==> src/rtl/core/assert_macros.svh <==
// Assertion helpers shared by the core RTL.
// Define ASSERT_OFF to compile all checks out.
`ifndef ASSERT_MACROS_SVH
`define ASSERT_MACROS_SVH

`ifndef ASSERT_OFF
// Same-cycle implication, disabled while reset is asserted.
`define ASSERT_IMPLIES(label, clk, rstn, ante, cons) \
    label: assert property (@(posedge clk) disable iff (!(rstn)) (ante) |-> (cons)) \
        else $error("assertion failed");
// Next-cycle implication, disabled while reset is asserted.
`define ASSERT_NEXT(label, clk, rstn, ante, cons) \
    label: assert property (@(posedge clk) disable iff (!(rstn)) (ante) |=> (cons)) \
        else $error("assertion failed");
`else
`define ASSERT_IMPLIES(label, clk, rstn, ante, cons)
`define ASSERT_NEXT(label, clk, rstn, ante, cons)
`endif

`endif

==> src/rtl/core/rmeg_pkg.sv <==
`default_nettype none

package rmeg_pkg;

    // Sizes
    localparam int VERTEX_BITS   = 16;
    localparam int FRACTION_BITS = 24;
    localparam int COUNT_BITS    = 32;
    localparam int SCALE_W       = 5;
    localparam int OP_W          = 2;
    localparam int CFG_IDX_W     = 2;
    localparam int QUEUE_DEPTH   = 4;
    localparam int QPTR_W        = $clog2(QUEUE_DEPTH);
    localparam int QCNT_W        = $clog2(QUEUE_DEPTH + 1);
    localparam int NUM_VERTICES  = 1 << VERTEX_BITS;

    // Operation codes of an input request
    localparam logic [OP_W-1:0] OP_DRAW = 2'd0;
    localparam logic [OP_W-1:0] OP_LOAD = 2'd1;
    localparam logic [OP_W-1:0] OP_READ = 2'd2;

    // Configuration register indexes
    localparam logic [CFG_IDX_W-1:0] CFG_SCALE  = 2'd0;
    localparam logic [CFG_IDX_W-1:0] CFG_TH_A   = 2'd1;
    localparam logic [CFG_IDX_W-1:0] CFG_TH_AB  = 2'd2;
    localparam logic [CFG_IDX_W-1:0] CFG_TH_ABC = 2'd3;

    // Result kinds
    localparam logic RES_EDGE  = 1'b0;
    localparam logic RES_COUNT = 1'b1;

    // Quadrant probabilities in percent: a, then b and c
    localparam int PROB_A_PCT = 57;
    localparam int PROB_B_PCT = 19;
    localparam int PROB_C_PCT = 19;

    // Reset values of the configuration registers
    localparam logic [SCALE_W-1:0] SCALE_RST = SCALE_W'(VERTEX_BITS);
    localparam logic [FRACTION_BITS-1:0] TH_A_RST =
        FRACTION_BITS'((64'(PROB_A_PCT) << FRACTION_BITS) / 64'd100);
    localparam logic [FRACTION_BITS-1:0] TH_AB_RST =
        FRACTION_BITS'((64'(PROB_A_PCT + PROB_B_PCT) << FRACTION_BITS) / 64'd100);
    localparam logic [FRACTION_BITS-1:0] TH_ABC_RST =
        FRACTION_BITS'((64'(PROB_A_PCT + PROB_B_PCT + PROB_C_PCT) << FRACTION_BITS)
                       / 64'd100);

    // Command passed from the front to the back
    typedef enum logic [1:0] {
        CMD_LOAD = 2'd0,
        CMD_READ = 2'd1,
        CMD_EDGE = 2'd2
    } cmd_kind_t;

    typedef struct packed {
        cmd_kind_t              kind;
        logic [VERTEX_BITS-1:0] arg_a;   // index, or source id
        logic [VERTEX_BITS-1:0] arg_b;   // mapped id, or target id
    } cmd_t;

    typedef struct packed {
        logic valid;
        cmd_t cmd;
    } push_t;

    typedef struct packed {
        logic full;
        logic empty;
    } queue_status_t;

endpackage

`default_nettype wire

==> src/rtl/core/rmeg_queue.sv <==
`default_nettype none

`include "assert_macros.svh"

// Short command queue between the front and the back.
module rmeg_queue (
    input  wire logic                     aclk,
    input  wire logic                     aresetn,
    input  wire rmeg_pkg::push_t          q_push,
    input  wire logic                     q_pop,
    output rmeg_pkg::cmd_t                q_head,
    output rmeg_pkg::queue_status_t       q_status
);

    import rmeg_pkg::*;

    cmd_t              entry_reg [QUEUE_DEPTH];
    logic [QPTR_W-1:0] wptr_reg, rptr_reg;
    logic [QCNT_W-1:0] count_reg, count_next;

    assign q_status.full  = (count_reg == QCNT_W'(QUEUE_DEPTH));
    assign q_status.empty = (count_reg == '0);
    assign q_head         = entry_reg[rptr_reg];

    // Occupancy
    always_comb begin
        count_next = count_reg;
        if (q_push.valid && !q_pop) begin
            count_next = count_reg + QCNT_W'(1);
        end else if (!q_push.valid && q_pop) begin
            count_next = count_reg - QCNT_W'(1);
        end
    end

    always_ff @(posedge aclk) begin
        if (!aresetn) begin
            wptr_reg  <= '0;
            rptr_reg  <= '0;
            count_reg <= '0;
        end else begin
            count_reg <= count_next;
            if (q_push.valid) begin
                wptr_reg <= wptr_reg + QPTR_W'(1);
            end
            if (q_pop) begin
                rptr_reg <= rptr_reg + QPTR_W'(1);
            end
        end
    end

    // Entry storage
    always_ff @(posedge aclk) begin
        if (q_push.valid) begin
            entry_reg[wptr_reg] <= q_push.cmd;
        end
    end

    `ASSERT_IMPLIES(a_q_no_overflow, aclk, aresetn, q_push.valid, !q_status.full)
    `ASSERT_IMPLIES(a_q_no_underflow, aclk, aresetn, q_pop, !q_status.empty)

endmodule

`default_nettype wire

==> config.mk <==
export PLATFORM = sky130hd
export DESIGN_NAME = rmeg_queue
export DESIGN_NICKNAME = d
export VERILOG_FILES = /design/src/rtl/core/rmeg_pkg.sv /design/src/rtl/core/rmeg_queue.sv
export VERILOG_INCLUDE_DIRS = /design/src /design/src/rtl/core
export SDC_FILE = /design/constraint.sdc
export NUM_CORES = 1
export LEC_CHECK = 0
export BUFFER_PORTS_ARGS = -buffer_cell sky130_fd_sc_hd__buf_4
export CORE_MARGIN = 2
export CORE_UTILIZATION = 51
export DETAILED_ROUTE_END_ITERATION = 8
export GPL_ROUTABILITY_DRIVEN = 1
export PLACE_DENSITY = 0.77
export SLEW_MARGIN = 0
export SYNTH_ARGS = -nofsm -noshare
export SYNTH_HDL_FRONTEND = slang
export SYNTH_SLANG_ARGS = --single-unit
==> constraint.sdc <==
create_clock -name aclk -period 1.7 [get_ports aclk]
set_input_delay 0.085 -clock aclk [delete_from_list [all_inputs] [get_ports aclk]]
set_output_delay 0.085 -clock aclk [all_outputs]
set_load 0.02 [all_outputs]
; Word-level counts from Yosys, hierarchy flattened
; Memory sizes are Yosys's and may differ from the RTL's. A register that Yosys moved wholly into a read port is not among the register bits.
; Cells that the tools add are included.
[totals]
regBits = 7
ram_bits = 136
word_cells = 21
memories = 1
[classes]
add_sub_neg = 4
n_eq_ne = 1
muxes = 6
n_reduce_logical = 6
[memory_table]
columns = name, words, width, rd, rd_clocked_by_memory_dff, write_ports, line
row1 = entry_reg, 4, 34, 1, 1, 1, rmeg_queue.sv:17  ; cmd_t entry_reg [QUEUE_DEPTH];
[ops]
columns = op, n
row1 = two-way mux 3 bit, 2
row2 = "adder 2 x 1 -> 2 bit, second input constant", 2
row3 = two-way mux 2 bit, 2
row4 = "adder 3 x 1 -> 3 bit, second input constant", 1
row5 = "equality test 3 bit, second input constant", 1
row6 = zero test 3 bit, 1
row7 = "subtractor 3 x 1 -> 3 bit, second input constant", 1
row8 = logical AND 1 bit, 2
row9 = zero test 1 bit, 2
row10 = two-way mux 1 bit, 2
row11 = nonzero test 2 bit, 1

; Depth between registers and ports, before layout
[depth]
depth_word = 4
mapped_depth = 7
mapped_depth_nobuf = 7

; Worst setup path after synthesis
; OpenSTA, ideal clock, no wires.
[synth_path]
path_type = flip-flop to flip-flop
startpoint = register wptr_reg[0]
endpoint = memory entry_reg[2][0] (netlist name) (enable)
arrival_time_ns = 1.375
path_slack_ns = -0.069
path_stages_with_launch = 4
synth_period_minus_slack_ns = 1.769
cell_sequence = dfxtp_1 -> inv_1 -> ha_1 -> and2_1
[synth_rtl]
columns = item, line
row1 = start: declaration, rmeg_queue.sv:18  ; logic [QPTR_W-1:0] wptr_reg, rptr_reg;
row2 = start signal: assignment, rmeg_queue.sv:43  ; wptr_reg <= wptr_reg + QPTR_W'(1);
row3 = end: declaration, rmeg_queue.sv:17
; No word-level cell before the write port.

==> metrics <==
final worst path period need 1920 ps; Least-Margin Pin Slew roughly 280 ps; Final Cycle Share 113%; CP max FO 6; Top Ports 74; CP endpoint kind output port; H-tree levels 4; Synth Area per Inst between 20 and 25 sq um; die width 107 um; critical path class register to output port; DRC Markers 0; Yosys cell types 22; maxcap violations 0; post-place instance area between 6000 and 7000 sq um; Req. time, crit path approximately 1600 ps; critical path cell sequence buf_6, buf_12, mux4_2, buf_6; commonest non-fill, non-tap cell in the layout edfxtp_1; Worst EP arrival between 1500 and 2000 ps; CTS sink cnt around 150; Max Clk Rate around 520 MHz; CTS tree done; PwrDens 1230 nW/um^2; DP Wirelength around 5.5 mm; Final setup viols 34; total global-route track usage approximately 19%; Crit path largest cell delay between 500 and 600 ps; sw frac about 23%; clock transition at the registers of the reported paths 60 ps; hold path depth 2; RR Endpoint count_reg[2]$_SDFFE_PN0P_; commonest non-fill, non-tap cells in the layout edfxtp_1, buf_4, dlygate4sd3_1; Synth Warn # 0; first-pass GRT wire length ~15 mm; Clock Tree Buf Depth 2; failing checks setup timing; routability cong. just over 0.7; Starting DRT DRC Count 168; path depth of the worst reg2reg path 4; initial antenna violation count 0; Gate power share 14.0%; clock group share of total power between 40% and 50%; via count 2675; post-layout instance area 7400 sq um; Root Driver clkbuf_8; vias in the first global route around 2900; Int Power between 7 and 8 mW; Hold Path Origin q_push[2]; height of the die ~110 um; Initial Util a little over half; row count 37; clock skew just over 8 ps; Worst R2R Start count_reg[0]$_SDFFE_PN0P_; sequential share of power 45.7%; sw power just over 2 mW; Vias/cell ~5.3; largest net degree at the start of global routing 35; total CTS buffers 17; ANT cells 0; cell repeated most along the worst path buf_6; final hold violation count 0; cells after synthesis ~220; post-route ant nets 0; post-synthesis cell area 5400 sq um; Congestion Overflow GR 0; share of layout cells above drive strength 1 43.2%; DRT Pass-1 Iters 4; sequential area share after synthesis 79.0%; Critical-path top delay cell mux4_2; Slew Limit Fails 0; area of the core 10300 sq um; #FFs+latches synth 145; max reg flops between 100 and 150; Worst slew margin 81.3%; RSZ-0062 raised after global routing yes; leakage ~2.6 nW; R2R Setup Slk 240 ps; final core occ a little under three quarters; clk_lat worst skew between 500 and 600 ps; final worst setup slack -225 ps; area of the die 11400 sq um; hold endpoint entry_reg[1][2]$_DFFE_PP_; syn nets ~270; Total Power 9.10 mW; CP Launch Type register; Area Growth Syn to Fin 37.0%; status finished with violations; DRT Wirelength ~10 mm; maximum VDD drop about 0.87 mV; nets@finish approximately 400; Min-Delay Path Class primary input to register; WL per Instance a little under 20 um; Fill cells 638; port bufs 73
worst max path at each step:
stage                              start                         to  slack (ps)  cells past startpoint
2_1_floorplan  count_reg[0]$_SDFFE_PN0P_  count_reg[2]$_SDFFE_PN0P_         270                      4
3_3_place_gp                       q_pop  count_reg[2]$_SDFFE_PN0P_         180                      8
3_5_place_dp                       q_pop  count_reg[2]$_SDFFE_PN0P_         120                      8
4_1_cts                         register                 q_head[31]        -270                      5
5_1_grt                         register                  q_head[6]        -290                      4
6_report                        register                  q_head[6]        -220                      4
synth_stat cells:
cell        n  area [sq um]
a21boi_0    1          7.51
and2_1      9          56.3
buf_12      3          60.1
buf_2       3          15.0
buf_6       1          11.3
clkbuf_1    1          3.75
dfxtp_1     9           180
edfxtp_1  136          4080
fa_1        1          20.0
ha_1        5          62.6
inv_1       4          15.0
mux2i_1     2          20.0
mux4_1      4           105
mux4_2     30           676
nand2_1     1          3.75
nor2b_1     2          12.5
nor3_1      1          5.00
nor3b_1     1          7.51
o21ai_0     1          5.00
or3_1       1          6.26
xnor2_1     2          17.5
xor2_1      3          26.3
power groups by stage:
stage	clock (mW)	combinational (mW)	sequential, mW
3_5_place_dp	0	1.02	4.23
5_1_grt	3.88	1.35	4.17
3_3_place_gp	0	1.01	4.22
4_1_cts	3.74	1.30	4.16
6_report	3.67	1.28	4.16
2_1_floorplan	0	0.614	4.21
worst max-delay path: cells and delay by family, from the launching register on:
family | cells | cell delay [ps]
muxes | 1 | 540
DFF | 1 | 370
buffers and inverters | 3 | 430
layer usage:
metal	vias up	GRT usage, %	part of all wire, %
met5	-	0	0
met2	73	29.1	50
li1	1202	-	-
met3	12	4.44	3.8
met4	0	7.98	1.6
met1	1388	25.4	44
what timing repair did:
item | in CTS | in global routing
setup endpoints to repair | 34 | 35
hold buffers | 37 | 0
pin swaps | 0 | 0
hold endpoints to repair | 145 | 0
setup buffers | 5 | 0
resized for setup | 45 | 1
gates cloned | 4 | 0
logic make-up (layout without fill, tap and decap cells):
logic type,count (synthesis),in the layout,synth area share [%]
muxes,36,36,14.8
DFF,145,145,79.0
adders and majority gates,6,6,1.53
AOI/OAI and AO/OA,2,2,0.232
and+or+nand+nor,15,15,1.69
buffers and inverters,12,164,1.95
xor gates and xnor gates,5,5,0.811
cell type report:
type	count	area, sq um	area share (%)
Clock buffer	18	418	5.65
Inverter	4	15.0	0.203
Multi-Input combinational cell	64	1020	13.8
Sequential cell	145	4270	57.7
Timing Repair Buffer	128	1320	17.9
Clock inverter	14	180	2.44
Tap cell	136	170	2.30
per-stage QoR:
| stage | setup TNS, ps | std cells | hold WS (ps) | setup WS [ps] |
|---|---|---|---|---|
| detailed placement | 0 | 433 | 289 | 117 |
| global route | -8020 | 509 | 300 | -286 |
| finish | -5990 | 509 | 323 | -225 |
| CTS | -7520 | 510 | 295 | -272 |
| global placement | 0 | 433 | 285 | 183 |
| floorplan | 0 | 221 | 184 | 271 |
No activity file was read; power rests on OpenSTA's default activity.
