### src/rtl/core/assert_macros.svh
// Assertion helpers shared by the core RTL.
// Define ASSERT_OFF to compile all checks out.
`ifndef ASSERT_MACROS_SVH
`define ASSERT_MACROS_SVH

`ifndef ASSERT_OFF
// Same-cycle implication, disabled while reset is asserted.
`define ASSERT_IMPLIES(label, clk, rstn, ante, cons) \
    label: assert property (@(posedge clk) disable iff (!(rstn)) (ante) |-> (cons)) \
        else $error("assertion failed");
// Next-cycle implication, disabled while reset is asserted.
`define ASSERT_NEXT(label, clk, rstn, ante, cons) \
    label: assert property (@(posedge clk) disable iff (!(rstn)) (ante) |=> (cons)) \
        else $error("assertion failed");
`else
`define ASSERT_IMPLIES(label, clk, rstn, ante, cons)
`define ASSERT_NEXT(label, clk, rstn, ante, cons)
`endif

`endif

### src/rtl/core/rmeg_pkg.sv
`default_nettype none

package rmeg_pkg;

    // Sizes
    localparam int VERTEX_BITS   = 16;
    localparam int FRACTION_BITS = 24;
    localparam int COUNT_BITS    = 32;
    localparam int SCALE_W       = 5;
    localparam int OP_W          = 2;
    localparam int CFG_IDX_W     = 2;
    localparam int QUEUE_DEPTH   = 4;
    localparam int QPTR_W        = $clog2(QUEUE_DEPTH);
    localparam int QCNT_W        = $clog2(QUEUE_DEPTH + 1);
    localparam int NUM_VERTICES  = 1 << VERTEX_BITS;

    // Operation codes of an input request
    localparam logic [OP_W-1:0] OP_DRAW = 2'd0;
    localparam logic [OP_W-1:0] OP_LOAD = 2'd1;
    localparam logic [OP_W-1:0] OP_READ = 2'd2;

    // Configuration register indexes
    localparam logic [CFG_IDX_W-1:0] CFG_SCALE  = 2'd0;
    localparam logic [CFG_IDX_W-1:0] CFG_TH_A   = 2'd1;
    localparam logic [CFG_IDX_W-1:0] CFG_TH_AB  = 2'd2;
    localparam logic [CFG_IDX_W-1:0] CFG_TH_ABC = 2'd3;

    // Result kinds
    localparam logic RES_EDGE  = 1'b0;
    localparam logic RES_COUNT = 1'b1;

    // Quadrant probabilities in percent: a, then b and c
    localparam int PROB_A_PCT = 57;
    localparam int PROB_B_PCT = 19;
    localparam int PROB_C_PCT = 19;

    // Reset values of the configuration registers
    localparam logic [SCALE_W-1:0] SCALE_RST = SCALE_W'(VERTEX_BITS);
    localparam logic [FRACTION_BITS-1:0] TH_A_RST =
        FRACTION_BITS'((64'(PROB_A_PCT) << FRACTION_BITS) / 64'd100);
    localparam logic [FRACTION_BITS-1:0] TH_AB_RST =
        FRACTION_BITS'((64'(PROB_A_PCT + PROB_B_PCT) << FRACTION_BITS) / 64'd100);
    localparam logic [FRACTION_BITS-1:0] TH_ABC_RST =
        FRACTION_BITS'((64'(PROB_A_PCT + PROB_B_PCT + PROB_C_PCT) << FRACTION_BITS)
                       / 64'd100);

    // Command passed from the front to the back
    typedef enum logic [1:0] {
        CMD_LOAD = 2'd0,
        CMD_READ = 2'd1,
        CMD_EDGE = 2'd2
    } cmd_kind_t;

    typedef struct packed {
        cmd_kind_t              kind;
        logic [VERTEX_BITS-1:0] arg_a;   // index, or source id
        logic [VERTEX_BITS-1:0] arg_b;   // mapped id, or target id
    } cmd_t;

    typedef struct packed {
        logic valid;
        cmd_t cmd;
    } push_t;

    typedef struct packed {
        logic full;
        logic empty;
    } queue_status_t;

endpackage

`default_nettype wire

### src/rtl/core/rmeg_front.sv
`default_nettype none

`include "assert_macros.svh"

module rmeg_front (
    input  wire logic                                aclk,
    input  wire logic                                aresetn,
    // request channel
    input  wire logic                                s_valid,
    output logic                                     s_ready,
    input  wire logic [rmeg_pkg::OP_W-1:0]           s_operation,
    input  wire logic [rmeg_pkg::FRACTION_BITS-1:0]  s_draw_fraction,
    input  wire logic [rmeg_pkg::VERTEX_BITS-1:0]    s_vertex_index,
    input  wire logic [rmeg_pkg::VERTEX_BITS-1:0]    s_mapped_id,
    // configuration
    input  wire logic                                cfg_valid,
    output logic                                     cfg_ready,
    input  wire logic [rmeg_pkg::CFG_IDX_W-1:0]      cfg_index,
    input  wire logic [rmeg_pkg::FRACTION_BITS-1:0]  cfg_wdata,
    // to queue
    input  wire rmeg_pkg::queue_status_t             q_status,
    input  wire logic                                back_clearing,
    output rmeg_pkg::push_t                          q_push
);

    import rmeg_pkg::*;

    logic [SCALE_W-1:0]       scale_reg;
    logic [FRACTION_BITS-1:0] th_a_reg, th_ab_reg, th_abc_reg;
    logic [VERTEX_BITS-1:0]   src_reg, src_next;
    logic [VERTEX_BITS-1:0]   tgt_reg, tgt_next;
    logic [SCALE_W-1:0]       draws_reg, draws_next;

    logic [SCALE_W-1:0]       scale_eff;
    logic [SCALE_W-1:0]       draw_count;
    logic [VERTEX_BITS-1:0]   src_shift, tgt_shift;
    logic                     src_bit, tgt_bit;
    logic                     accept;

    // Ready while the count memory is not being cleared and the queue has room
    assign s_ready   = !back_clearing && !q_status.full;
    assign cfg_ready = 1'b1;
    assign accept    = s_valid && s_ready;

    // Configuration registers
    always_ff @(posedge aclk) begin
        if (!aresetn) begin
            scale_reg  <= SCALE_RST;
            th_a_reg   <= TH_A_RST;
            th_ab_reg  <= TH_AB_RST;
            th_abc_reg <= TH_ABC_RST;
        end else if (cfg_valid) begin
            case (cfg_index)
                CFG_SCALE:  scale_reg  <= cfg_wdata[SCALE_W-1:0];
                CFG_TH_A:   th_a_reg   <= cfg_wdata;
                CFG_TH_AB:  th_ab_reg  <= cfg_wdata;
                CFG_TH_ABC: th_abc_reg <= cfg_wdata;
                default: ;
            endcase
        end
    end

    // Effective scale, clamped to 1..VERTEX_BITS
    always_comb begin
        if (scale_reg == '0) begin
            scale_eff = SCALE_W'(1);
        end else if (scale_reg > SCALE_W'(VERTEX_BITS)) begin
            scale_eff = SCALE_W'(VERTEX_BITS);
        end else begin
            scale_eff = scale_reg;
        end
    end

    // Quadrant choice: strict compares tried in order
    always_comb begin
        if (s_draw_fraction < th_a_reg) begin
            src_bit = 1'b0;
            tgt_bit = 1'b0;
        end else if (s_draw_fraction < th_ab_reg) begin
            src_bit = 1'b0;
            tgt_bit = 1'b1;
        end else if (s_draw_fraction < th_abc_reg) begin
            src_bit = 1'b1;
            tgt_bit = 1'b0;
        end else begin
            src_bit = 1'b1;
            tgt_bit = 1'b1;
        end
    end

    assign src_shift  = (src_reg << 1) | VERTEX_BITS'(src_bit);
    assign tgt_shift  = (tgt_reg << 1) | VERTEX_BITS'(tgt_bit);
    assign draw_count = draws_reg + SCALE_W'(1);

    // Classify the request and build the command for the back
    always_comb begin
        src_next         = src_reg;
        tgt_next         = tgt_reg;
        draws_next       = draws_reg;
        q_push.valid     = 1'b0;
        q_push.cmd.kind  = CMD_EDGE;
        q_push.cmd.arg_a = s_vertex_index;
        q_push.cmd.arg_b = s_mapped_id;
        if (accept) begin
            case (s_operation)
                OP_DRAW: begin
                    if (draw_count >= scale_eff) begin
                        q_push.valid     = 1'b1;
                        q_push.cmd.kind  = CMD_EDGE;
                        q_push.cmd.arg_a = src_shift;
                        q_push.cmd.arg_b = tgt_shift;
                        src_next         = '0;
                        tgt_next         = '0;
                        draws_next       = '0;
                    end else begin
                        src_next   = src_shift;
                        tgt_next   = tgt_shift;
                        draws_next = draw_count;
                    end
                end
                OP_LOAD: begin
                    q_push.valid    = 1'b1;
                    q_push.cmd.kind = CMD_LOAD;
                end
                OP_READ: begin
                    q_push.valid     = 1'b1;
                    q_push.cmd.kind  = CMD_READ;
                    q_push.cmd.arg_b = '0;
                end
                default: ;
            endcase
        end
    end

    // Partial edge state
    always_ff @(posedge aclk) begin
        if (!aresetn) begin
            src_reg   <= '0;
            tgt_reg   <= '0;
            draws_reg <= '0;
        end else begin
            src_reg   <= src_next;
            tgt_reg   <= tgt_next;
            draws_reg <= draws_next;
        end
    end

    // A partial edge never holds the largest scale (VERTEX_BITS) of draws
    `ASSERT_IMPLIES(a_draws_bound, aclk, aresetn, 1'b1, draws_reg < SCALE_W'(VERTEX_BITS))

endmodule

`default_nettype wire

### config.mk
export PLATFORM = sky130hd
export DESIGN_NAME = rmeg_front
export DESIGN_NICKNAME = d
export VERILOG_FILES = /design/src/rtl/core/rmeg_pkg.sv /design/src/rtl/core/rmeg_front.sv
export VERILOG_INCLUDE_DIRS = /design/src /design/src/rtl/core
export SDC_FILE = /design/constraint.sdc
export NUM_CORES = 1
export LEC_CHECK = 0
export BUFFER_PORTS_ARGS = -buffer_cell sky130_fd_sc_hd__buf_2
export CORE_UTILIZATION = 43
export CTS_CLUSTER_DIAMETER = 150
export DETAILED_ROUTE_END_ITERATION = 12
export HOLD_SLACK_MARGIN = 0.08
export PLACE_DENSITY = 0.67
export SLEW_MARGIN = 5
export SYNTH_ARGS = -nofsm -noshare
export SYNTH_HDL_FRONTEND = slang
export SYNTH_SLANG_ARGS = --single-unit
### constraint.sdc
create_clock -name aclk -period 2.6 [get_ports aclk]
set_clock_uncertainty 0.05 [all_clocks]
set_input_delay 0.39 -clock aclk [delete_from_list [all_inputs] [get_ports aclk]]
set_output_delay 0.39 -clock aclk [all_outputs]
set_load 0.02 [all_outputs]
* Yosys cells after proc, flatten, opt, wreduce, memory -nomap -nowiden *
Cells that the tools add are included.

cells by class
  $add $sub $neg = 1
  bitwise operators = 2
  reductions and logical operators = 12
  magnitude comparators = 5
  equal/unequal tests = 5
  multiplexer cells = 15

operator list
  kind                                                 count
  less-than comparator 24 bit                          3
  2-to-1 mux 35 bit                                    2
  OR 16 x 1 -> 16 bit                                  2
  case mux 16 bit (2 select lines)                     1
  2-to-1 mux 15 bit                                    2
  2-to-1 mux 16 bit                                    1
  2-to-1 mux 5 bit                                     3
  AND reduction 2 bit                                  5
  case mux 3 bit (3 select lines)                      1
  equality test 2 bit, second input constant           3
  adder 5 x 1 -> 5 bit, second input constant          1
  greater-or-equal comparator 5 bit                    1
  > comparator 5 bit, second input constant            1
  logical NOT 5 bit                                    1
  2-to-1 mux 1 bit                                     5
  equality test 2 x 1 -> 1 bit, second input constant  2
  logical NOT 2 bit                                    2
  logical AND 1 bit                                    2
  logical NOT 1 bit                                    2

storage, ports and cells
  word-level logic and storage cells = 47
  register bits = 112
  output and inout port bits = 37
  input bits = 91

* Longest topological paths before layout *
Gate-level depths: netlist (run 1).

  depth in word-level cells = 8
  mapped depth = 12

* Least setup slack after synthesis (run 1) *
OpenSTA, ideal clock, no wires.

  path type = flip-flop to output port
  from = reg scale_reg[1]
  to = out q_push[10] (netlist name)
  slack = -0.151 ns
  stages on the path, launching flop included = 13
  data arrival time = 2.311 ns
  required time = 2.160 ns
  cells stage by stage = dfxtp_1 -> nor3_1 -> nor2_1 -> nor2_1 -> ha_1 -> nand2b_1 -> a21o_1 -> a21o_1 -> a211oi_2 -> nor3_4 -> a21oi_4 -> buf_2 -> a22o_1

RTL lines
  element                 line              source
  from (decl)             rmeg_front.sv:28  logic [SCALE_W-1:0] scale_reg;
  from (signal assigned)  rmeg_front.sv:54  CFG_SCALE: scale_reg <= cfg_wdata[SCALE_W-1:0];
  to (decl)               rmeg_front.sv:23  output rmeg_pkg::push_t q_push

==> results of run 1 <==
==> power by group through the flow <==
stage	sequential [mW]	combinational, mW	clock (mW)
after global placement	1.82	0.620	0
after global routing	1.79	0.760	1.47
after floorplan	1.82	0.377	0
after CTS	1.78	0.657	1.40
after detailed placement	1.82	0.629	0
final	1.78	0.677	1.36
==> path summary, 6_finish.rpt <==
kind              cells past startpoint                   endpoint  slack [ns]                 startpoint
setup / recovery                     12                 q_push[17]       -0.53  scale_reg[1]$_SDFFE_PN0P_
hold / removal                        3  th_a_reg[14]$_SDFFE_PN1P_        0.24              cfg_wdata[14]
setup reg to reg                     14   src_reg[10]$_SDFFE_PN0P_        0.04  scale_reg[1]$_SDFFE_PN0P_
hold reg to reg                       2  th_a_reg[10]$_SDFFE_PN0P_        0.41  th_a_reg[10]$_SDFFE_PN0P_
==> metal layers <==
metal / global-route usage / share of wire / up-vias
met5: 0 / 0 / -
met4: 0.0512 / 0.0090 / 0
met3: 0.0424 / 0.031 / 8
met2: 0.339 / 0.48 / 77
met1: 0.262 / 0.48 / 2585
li1: - / - / 2880
==> cells by family (layout without fill, tap and decap cells) <==
kind of cell	after synthesis	in the layout	synth area share
simple gates	228	228	0.164
compound gates	184	184	0.215
buf+inv	114	274	0.0734
flops	112	112	0.353
fa+ha+maj	78	78	0.154
mux	21	21	0.0362
xor+xnor	3	3	0.00414
other cells	1	2	0.000590
==> cells in the final DEF (no fill, tap or decap), types with 13 or more instances in the layout <==
master,netlist,final
buf_6,3,29
o211ai_1,40,40
nand3_1,13,13
nand2_1,135,135
a22oi_1,27,27
dfxtp_1,112,108
a21oi_1,28,27
a21boi_0,34,34
buf_4,3,45
buf_2,4,98
nor2b_1,39,39
inv_1,77,77
ha_1,78,77
mux2_2,3,15
nor2_1,19,16
==> worst max-delay path: cells and delay by family, from the launching register on <==
family / cells / cell delay [ns]
muxes: 1 / 0.30
buffers and inverters: 2 / 0.29
DFF: 1 / 0.32
AOI/OAI and AO/OA: 3 / 0.63
and+or+nand+nor: 5 / 0.58
adders and majority gates: 1 / 0.22
==> cell type report <==
cell class | count | area (um2)
inverters | 77 | 289
well taps | 184 | 230
fillers | 1343 | 6290
flip-flops and latches | 112 | 2250
clock inverters | 5 | 38.8
diodes | 1 | 2.50
clock buffers | 11 | 253
multi-input cells | 515 | 3780
repair buffers | 181 | 1350
==> per-stage QoR <==
stage               hold slack (ns)  power, mW  utilization
floorplan                     0.383       2.20            -
global placement              0.395       2.44        0.523
detailed placement            0.401       2.45        0.523
CTS                           0.235       3.84        0.553
global route                  0.237       4.02        0.565
finish                        0.244       3.82        0.565
==> repair_timing <==
action	4_1_cts	5_1_grt
endpoints found under the setup margin	33	41
pin swaps	2	3
gates resized for setup	47	23
gates cloned	0	3
setup buffers	1	2
==> run metrics, run 1 <==
mapped cell area=6350 um2; critical path required time=2.16 ns; Vias/cell=5.11; Relative slew margins=0.500; Cell Chain, Critical Path=nor3_2 > nor2_1 > nor2_1 > ha_1 > nand2b_1 > a21o_1 > a21o_1 > a211oi_2 > nor3_4 > buf_4 > mux2_4 > buf_6; CORE AREA=14,500 um2; net count reported at finish=1,065; Die Ht=roughly 120 um; Avg Synthesized Cell Area=8.58 um2; clk root buf=clkbuf_16; fin crit share=1.21; Post-DP HPWL=10.7 mm; Clock power frac=0.356; clk_lat worst skew=0.35 ns; Setup crit start kind=register; post-synthesis cell type with the largest combined area=dfxtp_1; Chip Width=around 120 um; share of layout cells above drive strength 1=0.275; top-count cell post-synth=nand2_1; Internal=2.79 mW; Distinct cells, synth=48; fmax=319 MHz; largest net degree at the start of global routing=45; power density over cell area=~470 nW/um2; switching part of the total=0.269; Worst-path clk slew=0.08 ns; Sequential Power Share=0.467; NetSw=1.03 mW; hold crit path type=in2reg; total number of vias=5,550; Final ANT Viol Nets=0; setup violators final=33; status=finished, violations left; DR iter-0 viols=244; Crit. End Element=primary output; Tmin final=3.13 ns; Initial Utilization=0.439; gpl congestion=around 0.81; Worst Max-Slew Pin Slew=0.750 ns; post-route design area=8190 um2; Post-synth top cells=nand2_1 (135), dfxtp_1 (112), ha_1 (78); Synth area leaders=dfxtp_1 (35%), ha_1 (15%), nand2_1 (8.0%), o211ai_1 (4.7%), inv_1 (4.5%); max-cap viol count=0; Post-synth EDFFs=0; placed insts=1,063; DR DRC count=0; sequential fraction of the synthesis area=0.353; leakage power=3.68 nW; Synth Flop Type=dfxtp_1; Post-Layout Cell Count=1,086; GRT Total Usage=0.202; first-pass GRT wire length=24.1 mm; die footprint=15,300 um2; worst vdd ir=0.423 mV; CTS Hold Bufs=0; initial antenna violation count=1; post-synth top area share=0.353; DRT Pass-1 Iters=4; PortBufs=125; synthesized instance count=741; Gate power share=0.177; Slew Limit Fails=0; Worst path slowest cell=dfxtp_2; CTS Buffer Depth=2; critical path arrival=2.69 ns; Final Hold Viols=0; number of clock sinks=112; TritonCTS Buffers=9; crit path kind=reg2out; final worst setup slack=-0.534 ns; failing checks=negative setup slack; post-placement setup slack=-0.372 ns; Total Wirelength=15.5 mm; Site Rows=44; io pins=128; CTS H-Tree Depth=3; FFs w/ async S/R, synth=0; setup TNS=-16.84 ns; Ys Warns=0; wire per inst=14.3 um; Synth-to-Final Area Change=28.8%; Yosys reg bits=112; crit-path max cell delay=0.32 ns; CTS tree=built; RSZ-0062 raised after global routing=yes; vias in the first global route=~5,100; gr ovfl total=0; placed cell areas=7570 um2; Post-Syn Nets=910; CP Max Fanout=6
Power figures use the tool's default switching activity.
==> inputs of run 2 (changes only) <==
--- a/config.mk
+++ b/config.mk
@@ -11,7 +11,6 @@
 export CTS_CLUSTER_DIAMETER = 150
 export DETAILED_ROUTE_END_ITERATION = 12
 export HOLD_SLACK_MARGIN = 0.08
-export PLACE_DENSITY = 0.67
 export SLEW_MARGIN = 5
 export SYNTH_ARGS = -nofsm -noshare
 export SYNTH_HDL_FRONTEND = slang
==> constraint.sdc (replaced) <==
create_clock -name aclk -period 3.5 [get_ports aclk]
set_clock_uncertainty 0.05 [all_clocks]
set_input_delay 0.525 -clock aclk [delete_from_list [all_inputs] [get_ports aclk]]
set_output_delay 0.525 -clock aclk [all_outputs]
set_load 0.02 [all_outputs]
==> run metrics, run 2 (same netlist as run 1, synthesis figures left out) <==
status=finished clean; max-cap viol count=0 (unchanged); Chip Width=124 um (unchanged); clk_lat worst skew=0.35 ns (about the same); leakage power=3.43 nW (-6.8%); CTS tree=built; worst setup path start=scale_reg[3]$_SDFFE_PN0P_; largest net degree at the start of global routing=62 (+38%); fmax=298 MHz; Post-DP HPWL=11.0 mm (+2.1%); Worst Max-Slew Pin Slew=0.969 ns (+0.220 ns); Final ANT Viol Nets=0 (unchanged); setup violators final=0 (-100%); TritonCTS Buffers=9 (unchanged); fin crit share=0.958; crit-path max cell delay=0.34 ns (+0.02 ns); Hold EP=th_abc_reg[5]$_SDFFE_PN1P_; RSZ-0062 raised after global routing=yes; net count reported at finish=1,029 (-3.4%); gpl congestion=0.836 (+2.6%); Worst-path clk slew=0.07 ns (about the same); PortBufs=125 (unchanged); crit path kind=reg2out; CTS Buffer Depth=2 (unchanged); Relative slew margins=0.354 (-0.146); commonest cells after routing, fill and taps aside=nand2_1 (135), dfxtp_1 (110), buf_2 (103); Tmin final=3.35 ns; number of clock sinks=112 (unchanged); total number of vias=5,499 (-0.92%); CP Max Fanout=5 (-1); placed cell areas=7140 um2 (-5.6%); Worst path slowest cell=dfxtp_2; DRT Pass-1 Iters=4 (unchanged); critical path arrival=2.78 ns (+0.09 ns); Worst Hold Depth=3 (unchanged); CTS H-Tree Depth=3 (unchanged); Site Rows=44 (unchanged); Initial Utilization=0.439 (unchanged); # fillers=1,361 (+1.3%); Slew Limit Fails=0 (unchanged); post-route design area=7670 um2 (-6.3%); Worst Hold Launch=cfg_wdata[5]; WHS=0.386 ns (+0.142 ns); die footprint=15,300 um2 (unchanged); CORE AREA=14,500 um2 (unchanged); Setup crit start kind=register; Diodes inserted=0 (-1); critical path required time=2.92 ns (+0.76 ns); wire per inst=14.4 um (+1.1%); Worst R2R Start=scale_reg[3]$_SDFFE_PN0P_; gr ovfl total=0 (unchanged); worst vdd ir=0.234 mV (-45%); DR DRC count=0 (unchanged); initial antenna violation count=0 (-1); Die Ht=124 um (unchanged); DR iter-0 viols=208 (-15%); Synth-to-Final Area Change=20.7%; Final Hold Viols=0 (unchanged); R2R depth=12 (-2); io pins=128 (unchanged); clk root buf=clkbuf_16; Cell Chain, Critical Path=nor3_2 > nor2_1 > nor2_1 > ha_1 > nand2b_4 > a21o_1 > a21o_1 > a211oi_4 > nor3_4 > buf_4 > mux2_1 > buf_2; share of layout cells above drive strength 1=0.216 (-0.0591); FF-to-FF End=tgt_reg[0]$_SDFFE_PN0P_; power density over cell area=369 nW/um2 (-21%); hold crit path type=in2reg; Total Wirelength=15.1 mm (-2.4%); first-pass GRT wire length=23.9 mm (-0.52%); GRT Total Usage=0.202 (-0.000334); Core Util, Final=0.530 (-0.0358); Crit. End Element=primary output; vias in the first global route=5,111 (+0.97%); most common cell after layout, fill and taps aside=nand2_1; Vias/cell=5.24 (+2.6%); setup slack, reg-to-reg=1.01 ns (+0.97 ns)
-- run 2: changes by cell type in the layout (fill, tap and decap cells not counted), sizes merged --
cell,previous run,this run
clkinv,3,2
buf,178,144
inv,78,77
diode,1,0
nor3,3,4
clkinvlp,1,0
clkbuf,14,13
bufinv,0,1
-- run 2: layout make-up --
cell class	count	area, um2	area share
multi-input cells	516	3700	0.483
flip-flops and latches	112	2240	0.293
inverters	77	289	0.0377
well taps	184	230	0.0300
repair buffers	144	901	0.117
clock inverters	3	40.0	0.00522
clock buffers	13	260	0.0339
-- run 2: per-stage QoR --
stage	worst slack, ns	instances	setup TNS [ns]	total power, mW
2_1_floorplan	0.614	741	0	1.62
5_1_grt	-0.0409	1049	-0.186	2.97
6_report	0.147	1049	0	2.83
3_3_place_gp	0.162	1025	0	1.77
4_1_cts	0.0140	1046	0	2.84
3_5_place_dp	0.0998	1025	0	1.79
-- run 2: repair_timing --
| action | in CTS | in global routing |
|---|---|---|
| gates cloned | 1 | 1 |
| gates resized for setup | 1 | 49 |
| setup buffers | 4 | 2 |
| pin swaps | 2 | 4 |
| hold buffers | 0 | 0 |
| setup endpoints to repair | 29 | 32 |
-- run 2: worst max path at each step --
stage                  to  slack, ns
4_1_cts        q_push[20]       0.01
6_report       q_push[31]       0.15
2_1_floorplan  q_push[10]       0.61
5_1_grt        q_push[25]      -0.04
3_3_place_gp   q_push[17]       0.16
3_5_place_dp   q_push[18]        0.1
-- run 2: worst max-delay path: cells and delay by family, from the launching register on --
kind | cells | cell delay (ns)
AOI/OAI and AO/OA | 3 | 0.66
and+or+nand+nor | 5 | 0.56
DFF | 1 | 0.34
buffers and inverters | 2 | 0.34
muxes | 1 | 0.30
adders and majority gates | 1 | 0.23
-- run 2: where the power goes --
part           switching (mW)  internal [mW]
Clock                   0.455          0.593
Sequential             0.0132           1.31
Combinational           0.256          0.199
-- run 2: routing by layer --
metal | part of all wire | track usage | vias up
met3 | 0.041 | 0.0323 | 20
met2 | 0.46 | 0.332 | 107
met1 | 0.48 | 0.262 | 2572
met4 | 0.019 | 0.0821 | 0
li1 | - | - | 2800
met5 | 0 | 0 | -
